File: src/hdl/serial_frame_receiver_crc16_defines.svh
// Assertion macros shared by the serial frame receiver RTL.
`ifndef SERIAL_FRAME_RECEIVER_CRC16_DEFINES_SVH
`define SERIAL_FRAME_RECEIVER_CRC16_DEFINES_SVH

`ifndef SYNTHESIS

// Checked on every rising clock edge outside reset.
`define SFR_ASSERT(label, prop, msg) \
    label: assert property (@(posedge i_clk) disable iff (!i_rst_n) prop) else $error(msg);

// Checked on every rising clock edge, reset included.
`define SFR_ASSERT_ALWAYS(label, prop, msg) \
    label: assert property (@(posedge i_clk) prop) else $error(msg);

`else

`define SFR_ASSERT(label, prop, msg)
`define SFR_ASSERT_ALWAYS(label, prop, msg)

`endif

`endif

File: src/hdl/sfrcrc_pkg.sv
// Types, constants and the CRC byte update for the serial frame receiver.
package sfrcrc_pkg;

    // Receive phases of the frame state machine.
    typedef enum logic [2:0] {
        PH_IDLE   = 3'd0,
        PH_SOP    = 3'd1,
        PH_HDR    = 3'd2,
        PH_DATA   = 3'd3,
        PH_CRC_LO = 3'd4,
        PH_CRC_HI = 3'd5
    } t_phase;

    // End-of-frame event codes.
    typedef enum logic [1:0] {
        EV_NONE     = 2'd0,
        EV_GOOD     = 2'd1,
        EV_CRC_ERR  = 2'd2,
        EV_LEN_ERR  = 2'd3
    } t_event;

    // Configuration register indexes.
    localparam int unsigned CFG_IDX_W = 2;
    localparam logic [CFG_IDX_W-1:0] CFG_HEADER_LEN  = 2'd0;
    localparam logic [CFG_IDX_W-1:0] CFG_LENGTH_OFF  = 2'd1;
    localparam logic [CFG_IDX_W-1:0] CFG_CONTROL_OFF = 2'd2;

    localparam int unsigned HDR_LEN_W = 7;
    localparam int unsigned OFFSET_W  = 6;
    localparam int unsigned CFG_DATA_W = 7;

    localparam logic [HDR_LEN_W-1:0] HDR_LEN_RST  = 7'd16;
    localparam logic [OFFSET_W-1:0]  LEN_OFF_RST  = 6'd15;
    localparam logic [OFFSET_W-1:0]  CTL_OFF_RST  = 6'd13;

    localparam logic [7:0]  SOF_BYTE0 = 8'hAA;
    localparam logic [7:0]  SOF_BYTE1 = 8'h55;
    localparam logic [7:0]  BYTE_MAX  = 8'hFF;
    localparam logic [15:0] CRC_INIT  = 16'hFFFF;
    localparam logic [15:0] CRC_POLY  = 16'h1021;
    localparam int unsigned ACK_BIT   = 7;

    localparam int unsigned COUNT_W = 32;
    localparam int unsigned TDATA_W = 88;
    localparam int unsigned TUSER_W = 3;

    // CRC-16/CCITT-FALSE update by one byte, MSB first.
    function automatic logic [15:0] crc16_byte(input logic [15:0] crc, input logic [7:0] b);
        logic [15:0] c;
        c = crc ^ {b, 8'h00};
        for (int k = 0; k < 8; k++) begin
            c = c[15] ? ((c << 1) ^ CRC_POLY) : (c << 1);
        end
        return c;
    endfunction

    // CRC after the start pair, fixed at elaboration.
    localparam logic [15:0] CRC_SOP = crc16_byte(crc16_byte(CRC_INIT, SOF_BYTE0), SOF_BYTE1);

endpackage

File: src/hdl/serial_frame_receiver_crc16.sv
// Framed serial byte receiver with start-pair hunt, length tracking and CRC-16 check.
//
//  Channel   Direction  Request carries
//  s_axis    in         one received serial byte
//  m_axis    out        echoed byte, end-of-frame event, length, ack flag, frame counts
//  cfg       in         register index and write data
//
// Every accepted byte produces exactly one result request, in the cycle after acceptance.
// A byte is accepted in every cycle while the output register is empty or being drained,
// so the sustained rate is one byte per cycle; the CRC and frame-state update is combinational
// on the accepted byte and is registered together with the output register.
// Reset is synchronous and active low; it returns the receiver to hunting for 0xAA and
// restores the configuration registers to their defaults. A stall on m_axis holds the
// output register and drops s_axis_tready until the pending result is taken.
`include "serial_frame_receiver_crc16_defines.svh"

module serial_frame_receiver_crc16 #(
    parameter int unsigned MAX_FRAME = 256
) (
    input  logic                               i_clk,
    input  logic                               i_rst_n,

    input  logic                               s_axis_tvalid,
    output logic                               o_s_axis_tready,
    // [7:0] rx_byte
    input  logic [7:0]                         s_axis_tdata,

    output logic                               o_m_axis_tvalid,
    input  logic                               m_axis_tready,
    // [7:0] frame_byte, [15:8] frame_length, [16] is_ack, [48:17] good_count,
    // [80:49] error_count, [87:81] zero
    output logic [sfrcrc_pkg::TDATA_W-1:0]     o_m_axis_tdata,
    // [0] frame_byte_valid, [2:1] event_res
    output logic [sfrcrc_pkg::TUSER_W-1:0]     o_m_axis_tuser,

    input  logic                               i_cfg_valid,
    output logic                               o_cfg_ready,
    input  logic [sfrcrc_pkg::CFG_IDX_W-1:0]   i_cfg_index,
    input  logic [sfrcrc_pkg::CFG_DATA_W-1:0]  i_cfg_data
);
    import sfrcrc_pkg::*;

    // The byte counter must hold MAX_FRAME itself; compares run at a width that
    // also holds the 8-bit length byte.
    localparam int unsigned CNT_W = $clog2(MAX_FRAME + 1);
    localparam int unsigned CMP_W = (CNT_W > 8) ? CNT_W : 8;

    // Configuration registers.
    logic [HDR_LEN_W-1:0] r_hdr_len;
    logic [OFFSET_W-1:0]  r_len_off;
    logic [OFFSET_W-1:0]  r_ctl_off;

    // Frame state.
    t_phase               r_phase, n_phase;
    logic [CNT_W-1:0]     r_cnt, n_cnt;
    logic [15:0]          r_crc, n_crc;
    logic [7:0]           r_len_val, n_len_val;
    logic                 r_len_seen, n_len_seen;
    logic [7:0]           r_ctl_val, n_ctl_val;
    logic [7:0]           r_crc_lo, n_crc_lo;
    logic [COUNT_W-1:0]   r_good, n_good;
    logic [COUNT_W-1:0]   r_err, n_err;

    // Output register.
    logic                 r_m_valid;
    logic [TDATA_W-1:0]   r_m_data;
    logic [TUSER_W-1:0]   r_m_user;

    logic                 s_acc;
    logic [7:0]           rx;

    // Shared conditions for a header or body byte.
    logic [CNT_W-1:0]     w_cnt_inc;
    logic                 w_len_hit;
    logic                 w_ctl_hit;
    logic [7:0]           w_len_nx;
    logic                 w_seen_nx;
    logic [7:0]           w_ctl_nx;
    logic                 w_len_done;
    logic                 w_len_err;
    logic                 w_hdr_done;
    logic                 w_crc_match;

    // Result of the current byte.
    logic                 res_valid;
    t_event               res_event;
    logic [7:0]           res_flen;
    logic                 res_ack;

    assign rx              = s_axis_tdata;
    assign o_s_axis_tready = !r_m_valid || m_axis_tready;
    assign s_acc           = s_axis_tvalid && o_s_axis_tready;
    assign o_cfg_ready     = 1'b1;

    assign o_m_axis_tvalid = r_m_valid;
    assign o_m_axis_tdata  = r_m_data;
    assign o_m_axis_tuser  = r_m_user;

    // The length and control bytes are captured before completion is judged, so a
    // length byte that arrives now already counts against the incremented count.
    assign w_cnt_inc  = r_cnt + 1'b1;
    assign w_len_hit  = CMP_W'(r_cnt) == CMP_W'(r_len_off);
    assign w_ctl_hit  = CMP_W'(r_cnt) == CMP_W'(r_ctl_off);
    assign w_len_nx   = w_len_hit ? rx : r_len_val;
    assign w_seen_nx  = r_len_seen || w_len_hit;
    assign w_ctl_nx   = w_ctl_hit ? rx : r_ctl_val;
    assign w_hdr_done = CMP_W'(w_cnt_inc) == CMP_W'(r_hdr_len);
    assign w_len_done = w_seen_nx && (CMP_W'(w_cnt_inc) == CMP_W'(w_len_nx));
    assign w_len_err  = (w_seen_nx && (CMP_W'(w_cnt_inc) > CMP_W'(w_len_nx)))
                     || (CMP_W'(w_cnt_inc) >= CMP_W'(MAX_FRAME));
    assign w_crc_match = {rx, r_crc_lo} == r_crc;

    // Next phase.
    always_comb begin
        n_phase = r_phase;
        unique case (r_phase)
            PH_IDLE: begin
                if (rx == SOF_BYTE0) begin
                    n_phase = PH_SOP;
                end
            end
            PH_SOP: begin
                n_phase = (rx == SOF_BYTE1) ? PH_HDR : PH_IDLE;
            end
            PH_HDR, PH_DATA: begin
                if (r_phase == PH_HDR && w_hdr_done) begin
                    n_phase = PH_DATA;
                end
                if (w_len_done) begin
                    n_phase = PH_CRC_LO;
                end else if (w_len_err) begin
                    n_phase = PH_IDLE;
                end
            end
            PH_CRC_LO: n_phase = PH_CRC_HI;
            PH_CRC_HI: n_phase = PH_IDLE;
            default:   n_phase = PH_IDLE;
        endcase
    end

    // Datapath and result of the current byte.
    always_comb begin
        n_cnt      = r_cnt;
        n_crc      = r_crc;
        n_len_val  = r_len_val;
        n_len_seen = r_len_seen;
        n_ctl_val  = r_ctl_val;
        n_crc_lo   = r_crc_lo;
        n_good     = r_good;
        n_err      = r_err;
        res_valid  = 1'b0;
        res_event  = EV_NONE;
        res_flen   = 8'd0;
        res_ack    = 1'b0;
        unique case (r_phase)
            PH_IDLE: begin
            end
            PH_SOP: begin
                if (rx == SOF_BYTE1) begin
                    n_crc      = CRC_SOP;
                    n_cnt      = CNT_W'(2);
                    n_len_val  = 8'd0;
                    n_len_seen = 1'b0;
                    n_ctl_val  = 8'd0;
                    res_valid  = 1'b1;
                end
            end
            PH_HDR, PH_DATA: begin
                res_valid  = 1'b1;
                n_crc      = crc16_byte(r_crc, rx);
                n_len_val  = w_len_nx;
                n_len_seen = w_seen_nx;
                n_ctl_val  = w_ctl_nx;
                n_cnt      = w_cnt_inc;
                if (!w_len_done && w_len_err) begin
                    res_event = EV_LEN_ERR;
                    res_flen  = (CMP_W'(w_cnt_inc) > CMP_W'(BYTE_MAX)) ? BYTE_MAX
                                                                      : 8'(w_cnt_inc);
                    res_ack   = w_ctl_nx[ACK_BIT];
                    n_err     = r_err + 1'b1;
                end
            end
            PH_CRC_LO: begin
                n_crc_lo = rx;
            end
            PH_CRC_HI: begin
                if (w_crc_match) begin
                    res_event = EV_GOOD;
                    n_good    = r_good + 1'b1;
                end else begin
                    res_event = EV_CRC_ERR;
                    n_err     = r_err + 1'b1;
                end
                res_flen = (CMP_W'(r_cnt) > CMP_W'(BYTE_MAX)) ? BYTE_MAX : 8'(r_cnt);
                res_ack  = r_ctl_val[ACK_BIT];
            end
            default: begin
            end
        endcase
    end

    // Configuration writes; an index beyond the register list is ignored.
    always_ff @(posedge i_clk) begin
        if (!i_rst_n) begin
            r_hdr_len <= HDR_LEN_RST;
            r_len_off <= LEN_OFF_RST;
            r_ctl_off <= CTL_OFF_RST;
        end else if (i_cfg_valid) begin
            unique case (i_cfg_index)
                CFG_HEADER_LEN:  r_hdr_len <= i_cfg_data;
                CFG_LENGTH_OFF:  r_len_off <= i_cfg_data[OFFSET_W-1:0];
                CFG_CONTROL_OFF: r_ctl_off <= i_cfg_data[OFFSET_W-1:0];
                default: begin
                end
            endcase
        end
    end

    // Frame state advances once per accepted byte.
    always_ff @(posedge i_clk) begin
        if (!i_rst_n) begin
            r_phase    <= PH_IDLE;
            r_cnt      <= '0;
            r_crc      <= CRC_INIT;
            r_len_val  <= 8'd0;
            r_len_seen <= 1'b0;
            r_ctl_val  <= 8'd0;
            r_crc_lo   <= 8'd0;
            r_good     <= '0;
            r_err      <= '0;
        end else if (s_acc) begin
            r_phase    <= n_phase;
            r_cnt      <= n_cnt;
            r_crc      <= n_crc;
            r_len_val  <= n_len_val;
            r_len_seen <= n_len_seen;
            r_ctl_val  <= n_ctl_val;
            r_crc_lo   <= n_crc_lo;
            r_good     <= n_good;
            r_err      <= n_err;
        end
    end

    // Output register: loaded on accept, emptied when the sink takes the request.
    always_ff @(posedge i_clk) begin
        if (!i_rst_n) begin
            r_m_valid <= 1'b0;
        end else if (s_acc) begin
            r_m_valid <= 1'b1;
        end else if (m_axis_tready) begin
            r_m_valid <= 1'b0;
        end
    end

    always_ff @(posedge i_clk) begin
        if (s_acc) begin
            r_m_data <= {7'd0, n_err, n_good, res_ack, res_flen,
                         (res_valid ? rx : 8'd0)};
            r_m_user <= {res_event, res_valid};
        end
    end

    // A CRC-checked frame end is never reported on a stored byte.
    `SFR_ASSERT(a_crc_event_not_data, (r_m_valid && (r_m_user[2:1] == EV_GOOD || r_m_user[2:1] == EV_CRC_ERR)) |-> !r_m_user[0], "CRC event on a data byte")
    // The CRC bytes are only reached once the length byte was captured.
    `SFR_ASSERT(a_crc_needs_length, (r_phase == PH_CRC_LO || r_phase == PH_CRC_HI) |-> r_len_seen, "CRC phase without a length byte")
    // The byte counter never runs past the frame limit.
    `SFR_ASSERT(a_cnt_bound, r_cnt <= CNT_W'(MAX_FRAME), "byte count beyond frame limit")
    // Each stored byte advances the counter by exactly one.
    `SFR_ASSERT(a_cnt_step, (s_acc && (r_phase == PH_HDR || r_phase == PH_DATA)) |=> (r_cnt == $past(r_cnt) + 1'b1), "byte count did not advance")
    // The error count moves only on an accepted byte.
    `SFR_ASSERT(a_err_on_accept, (r_err != $past(r_err)) |-> $past(s_acc), "error count changed without a byte")

endmodule
File: config.mk
export PLATFORM = sky130hd
export DESIGN_NAME = serial_frame_receiver_crc16
export DESIGN_NICKNAME = d
export VERILOG_FILES = /design/src/hdl/sfrcrc_pkg.sv /design/src/hdl/serial_frame_receiver_crc16.sv
export VERILOG_INCLUDE_DIRS = /design/src /design/src/hdl
export SDC_FILE = /design/constraint.sdc
export NUM_CORES = 1
export LEC_CHECK = 0
export ABC_AREA = 0
export BUFFER_PORTS_ARGS = -buffer_cell sky130_fd_sc_hd__buf_2
export CORE_ASPECT_RATIO = 0.6
export CORE_MARGIN = 4
export CORE_UTILIZATION = 50
export CTS_CLUSTER_DIAMETER = 200
export DETAILED_ROUTE_END_ITERATION = 7
export GPL_ROUTABILITY_DRIVEN = 0
export PLACE_DENSITY = 0.69
export SLEW_MARGIN = 20
export SYNTH_ARGS = -nofsm -noshare
export SYNTH_HDL_FRONTEND = slang
export SYNTH_SLANG_ARGS = --single-unit
File: constraint.sdc
create_clock -name i_clk -period 5.31 [get_ports i_clk]
set_input_delay 1.062 -clock i_clk [delete_from_list [all_inputs] [get_ports i_clk]]
set_output_delay 1.062 -clock i_clk [all_outputs]
set_load 0.01 [all_outputs]
==> results of run 1 <==
==> flip-flops by register name, summed over array words and instances, names as in the netlist <==
register         cells
r_ctl_val            1
o_m_axis_tvalid      1
r_good              32
r_crc_lo             8
r_ctl_off            6
r_phase              3
r_len_off            6
r_crc               16
r_hdr_len            7
o_m_axis_tdata      81
o_m_axis_tuser       3
r_len_val            8
r_err               32
r_cnt                9
r_len_seen           1
==> Yosys cell counts, drive strengths merged, types with 7 or more instances <==
| cell type | count |
|---|---|
| a2111oi | 24 |
| a211oi | 32 |
| a21boi | 7 |
| a21oi | 20 |
| and2 | 19 |
| and3 | 17 |
| buf | 32 |
| clkbuf | 59 |
| dfxtp | 130 |
| edfxtp | 84 |
| ha | 13 |
| inv | 23 |
| mux2i | 82 |
| nand2 | 150 |
| nand2b | 57 |
| nand3 | 56 |
| nand4 | 26 |
| nor2 | 32 |
| nor2b | 31 |
| nor3 | 28 |
| nor4 | 9 |
| o211ai | 10 |
| o21ai | 43 |
| or3 | 11 |
| xnor2 | 62 |
| xor2 | 56 |
==> through the flow <==
stage,std cells,utilization (%),hold slack [ps],power (µW),worst slack [ps]
4_1_cts,1579,58.3,482,3710,643
3_5_place_dp,1539,54.7,474,1990,667
3_3_place_gp,1539,54.7,466,1990,786
2_1_floorplan,1200,-,451,1920,420
5_1_grt,1579,58.3,523,3790,303
6_report,1579,58.3,481,3670,575
==> where the power goes <==
part | internal [µW] | leakage [µW] | switching [µW] | total, µW
combinational | 66.2 | 0.00267 | 130 | 197
sequential | 1740 | 0.00189 | 14.9 | 1760
clock | 1060 | 0.000392 | 655 | 1720
==> logic make-up after synthesis <==
group | share of synthesized area, %
compound gates | 12.8
xor+xnor | 9.01
other cells | 0.0650
flops | 44.4
mux | 7.30
buf+inv | 4.29
fa+ha+maj | 1.41
simple gates | 20.7
==> cell type report <==
type / instances / area, µm²
Multi-Input combinational cell: 871 / 5970
Fill cell: 1993 / 9340
Clock inverter: 7 / 140
Clock buffer: 33 / 664
Sequential cell: 214 / 5120
Tap cell: 308 / 385
Timing Repair Buffer: 122 / 676
Inverter: 24 / 92.6
==> layer usage <==
metal  vias to the layer above  track usage, %  routed length, µm
met5                         -               0                  0
met4                         0            3.54                402
met3                        30            4.45               2060
met2                       255            28.9              11200
met1                      4295            35.5              14800
li1                       4367               -                  -
==> critical path: cells and delay by family, from the launching register on <==
family	cells	cell delay, ps
compound gates	4	1220
xor+xnor	2	380
fa+ha+maj	1	290
buf+inv	2	640
flops	1	620
mux	1	240
simple gates	3	1080
==> path summary, 6_finish.rpt <==
check / slack [ps] / start / to / cells past startpoint
setup / recovery: 570 / r_cnt[3] / o_m_axis_tdata[55] / 13
hold reg to reg: 480 / r_crc[9] / r_crc[9] / 2
setup reg to reg: 570 / r_cnt[3] / o_m_axis_tdata[55] / 13
hold / removal: 480 / r_crc[9] / r_crc[9] / 2
==> cell usage in the layout, fill, tap and decap left out, types with 31 or more instances in the layout <==
cell type and instances:
sky130_fd_sc_hd__dfxtp_1 130, sky130_fd_sc_hd__nor2b_1 31, sky130_fd_sc_hd__a211oi_1 32, sky130_fd_sc_hd__o21ai_0 43, sky130_fd_sc_hd__nand3_1 56, sky130_fd_sc_hd__xnor2_1 61
sky130_fd_sc_hd__nor2_1 31, sky130_fd_sc_hd__xor2_1 56, sky130_fd_sc_hd__nand2b_1 57, sky130_fd_sc_hd__edfxtp_1 84, sky130_fd_sc_hd__mux2i_1 82, sky130_fd_sc_hd__buf_2 106
sky130_fd_sc_hd__nand2_1 150
==> metrics.sh, run 1 <==
SETUP.WORST_PATH.END_CLASS='flop'
CTS.ROOT.BUFFER_CELL='sky130_fd_sc_hd__clkbuf_16'
SYNTH_AREA_MM2=0.0115
INITIAL_UTILIZATION_PCT=51.6
IO_PINS=116
CRITPATHLAUNCHTYPE='flop'
RESIDUAL_ANTENNA_VIOLATING_NET_COUNT_AFTER_DETAILED_ROUTING=0
CLK_TRANSITION_REPORTED_PATHS_PS=60
RUN_STATUS='finished, final reports clean'
POSTSYNTHAREAPERCELL_UM2=9.67
SUM_OF_NEGATIVE_SETUP_SLACK_PS=0
ROUTED_WIRE_LENGTH_PER_INSTANCE_UM=18.0
POSTSYNTHCELLCOUNT=1194
CTSHOLDBUFFERS=0
CTS_MADE_BUFFERS=22
CLOCK_SKEW_PS=12.3
FIRST_GLOBAL_VIAS=8249
DRV_CAP=0
LAYOUT-DRIVE-GT1-SHARE_PCT=15.0
MIN_PATH_TYPE='reg2reg'
PLACEMENT_ROWS=42
VDD.IR_DROP.WORST_V=0.000186
TIMING.CRITICAL_PATH.REQUIRED_PS=5560
AREA_GROWTH_PCT=13.0
WORST_SKEW_PAIR.LATE_LATENCY_PS=510
P_LEAK_uW=0.00496
SYNTH_TOP_AREA_CELL='sky130_fd_sc_hd__dfxtp_1'
LAYOUT.CELL_AREA.NON_FILLER_MM2=0.0130
PERIOD_NEEDED_PS=4740
ROUTE.FINAL.WIRE_LENGTH_UM=28400
CRITICAL-PATH-SLOWEST-CELL='sky130_fd_sc_hd__a41oi_4'
DRCVIOLATIONCOUNT=0
POST_CTS_RESIZE_COUNT=0
SYNTH_SEQUENTIAL_AREA_RATIO_PCT=44.4
WORST_EP_ARRIVAL_TIME_PS=4980
CTS-ROOT-TO-SINK-BUFFERS=3
POSTSYNTH.ASYNCRESETSHARE_PCT=0
GRT_SETUP_UNREPAIRED='no'
WORST_SLEW_MARGIN_REL_PCT=27.5
POST-SYNTH-TOP-AREA-FRACTION_PCT=22.5
YS_TOP_CELLS_BY_AREA='sky130_fd_sc_hd__dfxtp_1, sky130_fd_sc_hd__edfxtp_1, sky130_fd_sc_hd__mux2i_1'
YS.WARNINGS.COUNT=0
VIASPERCELL=5.67
YOSYS_REGISTER_BITS=214
FINAL_NETS=1290
DPL-INSTANCE-AREA_MM2=0.0122
ENDPOINTS_FAILING_SETUP=0
HTREE_NUM_LEVELS=1
MAIN_FLOP_TYPE_AFTER_SYNTHESIS='sky130_fd_sc_hd__dfxtp_1'
CRIT_FANOUT=27
GRT_UTIL_ALL_LAYERS_PCT=21.5
DIEHEIGHT_UM=126
TRITONCTS_CLOCK_TREE='yes'
LAYOUT_WORST_PATH_CYCLE_SHARE_PCT=89.2
SYNTH.DISTINCT_CELLS=67
GRT_PASS1_WL_UM=45700
GRT_ANTENNA_BEFORE_REPAIR=0
TIGHTEST_SLEW_PS=1080
SLEW_VIOLATIONS=0
CRIT_CHAIN='xnor2_1, nand4_1, nor4_2, buf_4, mux2i_1, ha_1, a21oi_1, o21bai_1, or3_1, a41oi_4, buf_4, a21oi_1, xor2_1'
DIE_W_UM=204
CLOCK.FMAX_MHz=211
POSTCTSSETUPBUFFERS=0
DP.FINAL_HPWL_UM=19200
POWERDENSITY_mW_PER_MM2=281
NUMBER_OF_SINKS_DRIVEN_BY_THE_CLOCK_TREE=214
ROUTED-VIA-COUNT=8947
CP_SLOWEST_STAGE_DELAY_PS=860
CRITPATHKIND='reg2reg'
HOLD_VIOL_FINAL=0
CORE_AREA_MM2=0.0224
DRT_FIRST_PASS_ITERS=5
GRT_START_MAX_NET_PINS=105
SYNTH_EDF_COUNT=84
OVERFLOW_LEFT_AFTER_GLOBAL_ROUTING=0
PORT_BUFFERS=107
N_ANTENNA_CELL=0
FP.DIEAREA_MM2=0.0257
DRTITER0DRC=782
Power figures use the tool's default switching activity.
==> inputs of run 2 (changes only) <==
--- a/config.mk
+++ b/config.mk
@@ -9,12 +9,12 @@
 export ABC_AREA = 0
 export BUFFER_PORTS_ARGS = -buffer_cell sky130_fd_sc_hd__buf_2
 export CORE_ASPECT_RATIO = 0.6
-export CORE_MARGIN = 4
+export CORE_MARGIN = 1
 export CORE_UTILIZATION = 50
 export CTS_CLUSTER_DIAMETER = 200
 export DETAILED_ROUTE_END_ITERATION = 7
-export GPL_ROUTABILITY_DRIVEN = 0
 export PLACE_DENSITY = 0.69
+export SKIP_LAST_GASP = 1
 export SLEW_MARGIN = 20
 export SYNTH_ARGS = -nofsm -noshare
 export SYNTH_HDL_FRONTEND = slang
==> run 2 against run 1 <==
Net effect:
- clock power shrank 10%
- sequential share of layout area grew 0.27 points
- total power shrank 4.7%
- design area shrank 0.68%
- wire length grew 2.6%
- critical path depth is the same
- via count grew 1.7%
- first-iteration DRC count grew 18%
- highest routed layer unchanged
==> metrics.sh, run 2 (synthesis gave the netlist of run 1 again) <==
DP.FINAL_HPWL_UM=19600
MOSTFREQUENTLAYOUTCELL='sky130_fd_sc_hd__nand2_1'
CRITICAL-PATH-SLOWEST-CELL='sky130_fd_sc_hd__a41oi_4'
FINAL_NETS=1292
TRITONCTS_CLOCK_TREE='yes'
WORST_HOLD_SLACK_PS=481
CP_SLOWEST_STAGE_DELAY_PS=810
LAYOUT_WORST_PATH_CYCLE_SHARE_PCT=84.7
TIGHTEST_SLEW_PS=1080
GRT_START_MAX_NET_PINS=112
HTREE_NUM_LEVELS=1
VIASPERCELL=5.76
CRITPATHLAUNCHTYPE='flop'
CTS-ROOT-TO-SINK-BUFFERS=3
UTILIZATION_PCT=58.0
CRITPATHKIND='reg2reg'
N_ANTENNA_CELL=0
GP_CONGESTION=0.942
SLEW_VIOLATIONS=0
DRTITER0DRC=925
ENDPOINTS_FAILING_SETUP=0
MIN_PATH_TYPE='reg2reg'
ROUTE.FINAL.WIRE_LENGTH_UM=29200
NETSWITCHINGPOWER_uW=800
CLK_TRANSITION_REPORTED_PATHS_PS=70
DIEHEIGHT_UM=120
ROUTED-VIA-COUNT=9099
LAYOUT.CELLS.MOST_COMMON_LIST='sky130_fd_sc_hd__nand2_1, sky130_fd_sc_hd__dfxtp_1, sky130_fd_sc_hd__buf_2, sky130_fd_sc_hd__edfxtp_1, sky130_fd_sc_hd__mux2i_1'
P_COMB_SHARE_PCT=5.7
RESIDUAL_ANTENNA_VIOLATING_NET_COUNT_AFTER_DETAILED_ROUTING=0
VDD.IR_DROP.WORST_V=0.000201
WORST_EP_ARRIVAL_TIME_PS=4750
IO_PINS=116
POWER.SWITCHING_FRACTION_PCT=22.9
DIE_W_UM=198
POSTCTSSETUPBUFFERS=0
OVERFLOW_LEFT_AFTER_GLOBAL_ROUTING=0
FP.DIEAREA_MM2=0.0237
INTPOWER_uW=2700
DRV_CAP=0
FF_LATCH_AREA_MM2=0.00512
GRT_ANTENNA_BEFORE_REPAIR=0
LARGEST_REGISTER_FFS=81
FILLER_CELL_COUNT=1974
POST_CTS_RESIZE_COUNT=0
INITIAL_UTILIZATION_PCT=51.7
AREA_GROWTH_PCT=12.2
GRT_SETUP_UNREPAIRED='no'
CLOCK_SKEW_PS=10.6
WORST_SKEW_PAIR.LATE_LATENCY_PS=510
P_LEAK_uW=0.00492
CRITICAL_PATH.N_BUFFERS_INVERTERS=2
AREA_USED_BY_MULTI_INPUT_COMBINATIONAL_LOGIC_MM2=0.00597
POWERDENSITY_mW_PER_MM2=270
POSTLAYOUTSETUPSLACKWORST_PS=813
CRIT_CHAIN='xnor2_1, nand4_1, nor4_2, buf_4, mux2i_1, ha_1, a21oi_1, nor2_1, or3_1, a41oi_4, buf_4, a211oi_1, xor2_1'
SUM_OF_NEGATIVE_SETUP_SLACK_PS=0
DRT_FIRST_PASS_ITERS=5
LAYOUT-DRIVE-GT1-SHARE_PCT=15.1
SEQUENTIAL_SHARE_OF_POWER_PCT=50.2
CRIT_FANOUT=24
CLOCK_POWER_SHARE_PCT=44.1
CORE_AREA_MM2=0.0223
PLACEMENT_ROWS=42
WORST_SLEW_MARGIN_REL_PCT=28.0
DP_WORST_SETUP_SLACK_PS=920
PERIOD_NEEDED_PS=4500
GRT_UTIL_ALL_LAYERS_PCT=24.7
HOLD_VIOL_FINAL=0
FIRST_GLOBAL_VIAS=8101
CLOCK.FMAX_MHz=222
SETUP.WORST_PATH.END_CLASS='flop'
TIMING.CRITICAL_PATH.REQUIRED_PS=5560
CTS_MADE_BUFFERS=22
ROUTED_WIRE_LENGTH_PER_INSTANCE_UM=18.4
PORT_BUFFERS=107
RUN_STATUS='finished, final reports clean'
CTS.ROOT.BUFFER_CELL='sky130_fd_sc_hd__clkbuf_16'
CRITPATHTOPFAMILY='compound AO/OA/AOI/OAI gates'
CRITPATHMOSTFREQUENTCELL='sky130_fd_sc_hd__buf_4'
GRT_PASS1_WL_UM=46100
DRCVIOLATIONCOUNT=0
CTSHOLDBUFFERS=0
NUMBER_OF_SINKS_DRIVEN_BY_THE_CLOCK_TREE=214
-- run 2: changes by cell type in the layout (fill, tap and decap cells not counted), sizes merged --
| cell | before | now |
|---|---|---|
| buf | 122 | 124 |
| bufinv | 4 | 2 |
| clkbuf | 33 | 30 |
| clkinv | 2 | 8 |
| inv | 25 | 24 |
-- run 2: per-layer routing --
metal / track usage, % / vias to the layer above / part of all wire, % / wire length [µm]
met5: 0 / - / 0 / 0
li1: - / 4382 / - / -
met3: 4.64 / 31 / 7.7 / 2240
met1: 42.0 / 4377 / 53 / 15400
met4: 5.18 / 0 / 1.4 / 418
met2: 30.6 / 309 / 38 / 11100
-- run 2: final timing paths --
path | from | cells past startpoint | slack [ps] | end
worst max register to register | r_cnt[3] | 13 | 810 | o_m_axis_tdata[54]
worst min-delay path | r_err[31] | 2 | 480 | r_err[31]
worst max-delay path | r_cnt[3] | 13 | 810 | o_m_axis_tdata[54]
worst min register to register | r_err[31] | 2 | 480 | r_err[31]
-- run 2: power groups by stage --
stage          combinational (µW)  sequential, µW  clock [µW]
4_1_cts                       199            1760        1570
3_5_place_dp                  198            1790           0
6_report                      199            1760        1540
2_1_floorplan                 106            1810           0
3_3_place_gp                  196            1790           0
5_1_grt                       217            1760        1640
-- run 2: area by class of cell --
cell class	instances	share of cell area (%)
clock inverter	10	0.763
sequential	214	39.5
multi-input combinational	871	46.0
tap	308	2.97
inverter	24	0.714
clock buffer	30	4.64
timing repair buffer	124	5.33
-- run 2: worst min-delay path, stage by stage, from the launching register on --
cell and delay [ps]:
sky130_fd_sc_hd__dfxtp_1 320, sky130_fd_sc_hd__nand2_1 60, sky130_fd_sc_hd__mux2i_1 50
-- run 2: through the flow --
| step | cell area, µm² | power (µW) | instances |
|---|---|---|---|
| after global placement | 12300 | 1990 | 1541 |
| after floorplan | 11600 | 1920 | 1200 |
| after global routing | 13000 | 3620 | 1581 |
| after detailed placement | 12300 | 1990 | 1541 |
| final | 13000 | 3500 | 1581 |
| after CTS | 13000 | 3520 | 1581 |
==> inputs of run 3 (changes only) <==
--- a/config.mk
+++ b/config.mk
@@ -6,14 +6,14 @@
 export SDC_FILE = /design/constraint.sdc
 export NUM_CORES = 1
 export LEC_CHECK = 0
-export ABC_AREA = 0
+export ABC_AREA = 1
 export BUFFER_PORTS_ARGS = -buffer_cell sky130_fd_sc_hd__buf_2
 export CORE_ASPECT_RATIO = 0.6
 export CORE_MARGIN = 1
 export CORE_UTILIZATION = 50
 export CTS_CLUSTER_DIAMETER = 200
 export DETAILED_ROUTE_END_ITERATION = 7
-export PLACE_DENSITY = 0.69
+export PLACE_DENSITY = 0.72
 export SKIP_LAST_GASP = 1
 export SLEW_MARGIN = 20
 export SYNTH_ARGS = -nofsm -noshare
==> constraint.sdc (replaced) <==
create_clock -name i_clk -period 3.88 [get_ports i_clk]
set_input_delay 0.776 -clock i_clk [delete_from_list [all_inputs] [get_ports i_clk]]
set_output_delay 0.776 -clock i_clk [all_outputs]
set_load 0.01 [all_outputs]
==> run 3 against run 2 <==
Net effect:
- synthesized area decreased by 0.22%
- fmax increased by 30%
- sequential power increased by 46%
- clock power increased by 24%
- clock skew increased by 0.98 ps
- largest power group unchanged
==> metrics.sh, run 3 <==
FINAL_NETS=1621
LAYOUT-DRIVE-GT1-SHARE_PCT=15.2
RESIDUAL_ANTENNA_VIOLATING_NET_COUNT_AFTER_DETAILED_ROUTING=0
CTS-ROOT-TO-SINK-BUFFERS=3
DP_WORST_SETUP_SLACK_PS=485
GRT_START_MAX_NET_PINS=120
HOLD_VIOL_FINAL=0
WORST_HOLD_SLACK_PS=462
TRITONCTS_CLOCK_TREE='yes'
GRT_ANTENNA_BEFORE_REPAIR=0
GRT_UTIL_ALL_LAYERS_PCT=24.3
SYNTH_TOP_AREA_CELL='sky130_fd_sc_hd__dfxtp_1'
CRIT_FANOUT=30
FIRST_GLOBAL_VIAS=9032
HTREE_NUM_LEVELS=1
CLOCK_POWER_SHARE_PCT=38.0
SYNTH.DISTINCT_CELLS=45
GRT_SETUP_UNREPAIRED='no'
POSTSYNTHCELLCOUNT=1500
SYNTH_SEQUENTIAL_AREA_RATIO_PCT=44.5
MIN_PATH_TYPE='reg2reg'
POSTCTSSETUPBUFFERS=0
DIEHEIGHT_UM=120
POST_SYNTH_MOST_FREQUENT_CELLS='sky130_fd_sc_hd__nand2_1, sky130_fd_sc_hd__inv_1, sky130_fd_sc_hd__dfxtp_1, sky130_fd_sc_hd__nor2_1, sky130_fd_sc_hd__a21oi_1'
P_COMB_SHARE_PCT=10.9
YOSYSMOSTFREQUENTCELL='sky130_fd_sc_hd__nand2_1'
TIGHTEST_SLEW_PS=862
CRIT_CHAIN='inv_2, nand2_1, nand2_1, nor2_2, nand2_2, nor2_1, buf_4, o21ai_0, ha_1, nand2_1, nor2_1, nand2_1, nand3_1, nand2_1, nand2_1, nand3_2, nand2_4, nand2_4, nand2_4, buf_4, nand2_1, o21ai_2, o21ai_1, inv_1'
INITIAL_UTILIZATION_PCT=51.6
OVERFLOW_LEFT_AFTER_GLOBAL_ROUTING=0
YS.WARNINGS.COUNT=0
CRITPATHLAUNCHTYPE='flop'
CRITICAL-PATH-SLOWEST-CELL='sky130_fd_sc_hd__dfxtp_1'
YOSYS_REGISTER_BITS=214
WORST_SLEW_MARGIN_REL_PCT=42.3
NETSWITCHINGPOWER_uW=1290
P_LEAK_uW=0.00584
CTS.ROOT.BUFFER_CELL='sky130_fd_sc_hd__clkbuf_16'
ROUTE.FINAL.WIRE_LENGTH_UM=28900
SLEW_VIOLATIONS=0
FF_LATCH_AREA_MM2=0.00512
CLOCK_SKEW_PS=11.6
LAYOUTNONFILLERINSTCOUNT=1908
CORE_AREA_MM2=0.0223
CP_SLOWEST_STAGE_DELAY_PS=530
SUM_OF_NEGATIVE_SETUP_SLACK_PS=0
POST-SYNTH-TOP-AREA-FRACTION_PCT=22.6
LARGEST_REGISTER_FFS=81
R2R_SLACK_PS=410
PLACE.DETAILED.INSTANCES=1872
TIMING.CRITICAL_PATH.REQUIRED_PS=4320
POST_CTS_RESIZE_COUNT=0
YS_TOP_CELLS_BY_AREA='sky130_fd_sc_hd__dfxtp_1, sky130_fd_sc_hd__edfxtp_1, sky130_fd_sc_hd__nand2_1'
ENDPOINTS_FAILING_SETUP=0
DRV_CAP=0
POWERDENSITY_mW_PER_MM2=390
LAYOUT.CELLS.MOST_COMMON_LIST='sky130_fd_sc_hd__nand2_1, sky130_fd_sc_hd__inv_1, sky130_fd_sc_hd__dfxtp_1, sky130_fd_sc_hd__nor2_1, sky130_fd_sc_hd__buf_2'
CLK_TRANSITION_REPORTED_PATHS_PS=70
WORST_SKEW_PAIR.LATE_LATENCY_PS=500
CRITPATHMOSTFREQUENTCELL='sky130_fd_sc_hd__nand2_1'
POSTSYNTH.ASYNCRESETSHARE_PCT=0
FILLER_CELL_COUNT=2068
RUN_STATUS='finished, final reports clean'
PLACEMENT_ROWS=42
POSTSYNTHAREAPERCELL_UM2=7.68
AREA_USED_BY_MULTI_INPUT_COMBINATIONAL_LOGIC_MM2=0.00518
ROUTED-VIA-COUNT=9991
DRTITER0DRC=799
FP.DIEAREA_MM2=0.0237
DP.FINAL_HPWL_UM=20400
POWER.SWITCHING_FRACTION_PCT=25.7
SETUP.WORST_PATH.END_CLASS='flop'
PERIOD_NEEDED_PS=3470
DIE_W_UM=198
CLOCK.FMAX_MHz=288
VIASPERCELL=5.24
IO_PINS=116
SYNTH_EDF_COUNT=84
PORT_BUFFERS=107
MAIN_FLOP_TYPE_AFTER_SYNTHESIS='sky130_fd_sc_hd__dfxtp_1'
GRT_PASS1_WL_UM=46300
INTPOWER_uW=3740
N_ANTENNA_CELL=0
UTILIZATION_PCT=57.7
LAYOUT_WORST_PATH_CYCLE_SHARE_PCT=89.5
NUMBER_OF_SINKS_DRIVEN_BY_THE_CLOCK_TREE=214
CRITPATHKIND='reg2reg'
SEQUENTIAL_SHARE_OF_POWER_PCT=51.1
GP_CONGESTION=1.01
SYNTH_AREA_MM2=0.0115
CTS_MADE_BUFFERS=20
MOSTFREQUENTLAYOUTCELL='sky130_fd_sc_hd__nand2_1'
ROUTED_WIRE_LENGTH_PER_INSTANCE_UM=15.2
POSTLAYOUTSETUPSLACKWORST_PS=409
CTSHOLDBUFFERS=0
DRCVIOLATIONCOUNT=0
AREA_GROWTH_PCT=11.9
DRT_FIRST_PASS_ITERS=6
WORST_EP_ARRIVAL_TIME_PS=3910
VDD.IR_DROP.WORST_V=0.000281
==> run 3: cells by family after synthesis <==
family          Yosys count  share of synthesized area, %
compound gates          293                          14.3
simple gates            601                          23.1
fa+ha+maj                13                          1.41
other cells               2                        0.0652
buf+inv                 302                          10.8
xor+xnor                 75                          5.83
flops                   214                          44.5
==> run 3: worst max-delay path: cells and delay by family (launching register included) <==
kind,cells,cell delay [ps]
adders and majority gates,1,310
AOI/OAI and AO/OA,3,250
and+or+nand+nor,16,1620
DFF,1,530
buffers and inverters,4,660
==> run 3: layout make-up <==
type	count	share of cell area, %
tap	308	2.99
sequential	214	39.7
clock inverter	5	0.175
inverter	237	6.93
clock buffer	31	4.69
timing repair buffer	123	5.28
multi-input combinational	990	40.2
==> run 3: worst paths after layout <==
kind	startpoint	depth (start not counted)	to
max	r_cnt[0]	24	r_err[25]
min	r_len_val[3]	2	r_len_val[3]
max reg2reg	r_cnt[0]	24	r_err[25]
min reg2reg	r_len_val[3]	2	r_len_val[3]
==> run 3: per-stage QoR <==
| stage | total power (µW) | area [µm²] |
|---|---|---|
| 2_1_floorplan | 2980 | 11600 |
| 3_3_place_gp | 3150 | 12300 |
| 3_5_place_dp | 3170 | 12300 |
| 4_1_cts | 5080 | 12900 |
| 5_1_grt | 5250 | 12900 |
| 6_report | 5030 | 12900 |
==> run 3: power groups by stage <==
stage	Sequential (µW)	Clock, µW	Combinational, µW
finish	2570	1910	551
global placement	2620	0	534
CTS	2570	1960	552
global route	2590	2040	620
floorplan	2630	0	350
detailed placement	2620	0	548
==> run 3: routing by layer <==
| layer | part of all wire, % | wire length, µm | global-route usage [%] |
|---|---|---|---|
| met1 | 49 | 14300 | 38.2 |
| met2 | 40 | 11600 | 33.8 |
| met3 | 9.4 | 2720 | 5.45 |
| met4 | 1.2 | 354 | 4.36 |
| met5 | 0 | 0 | 0 |
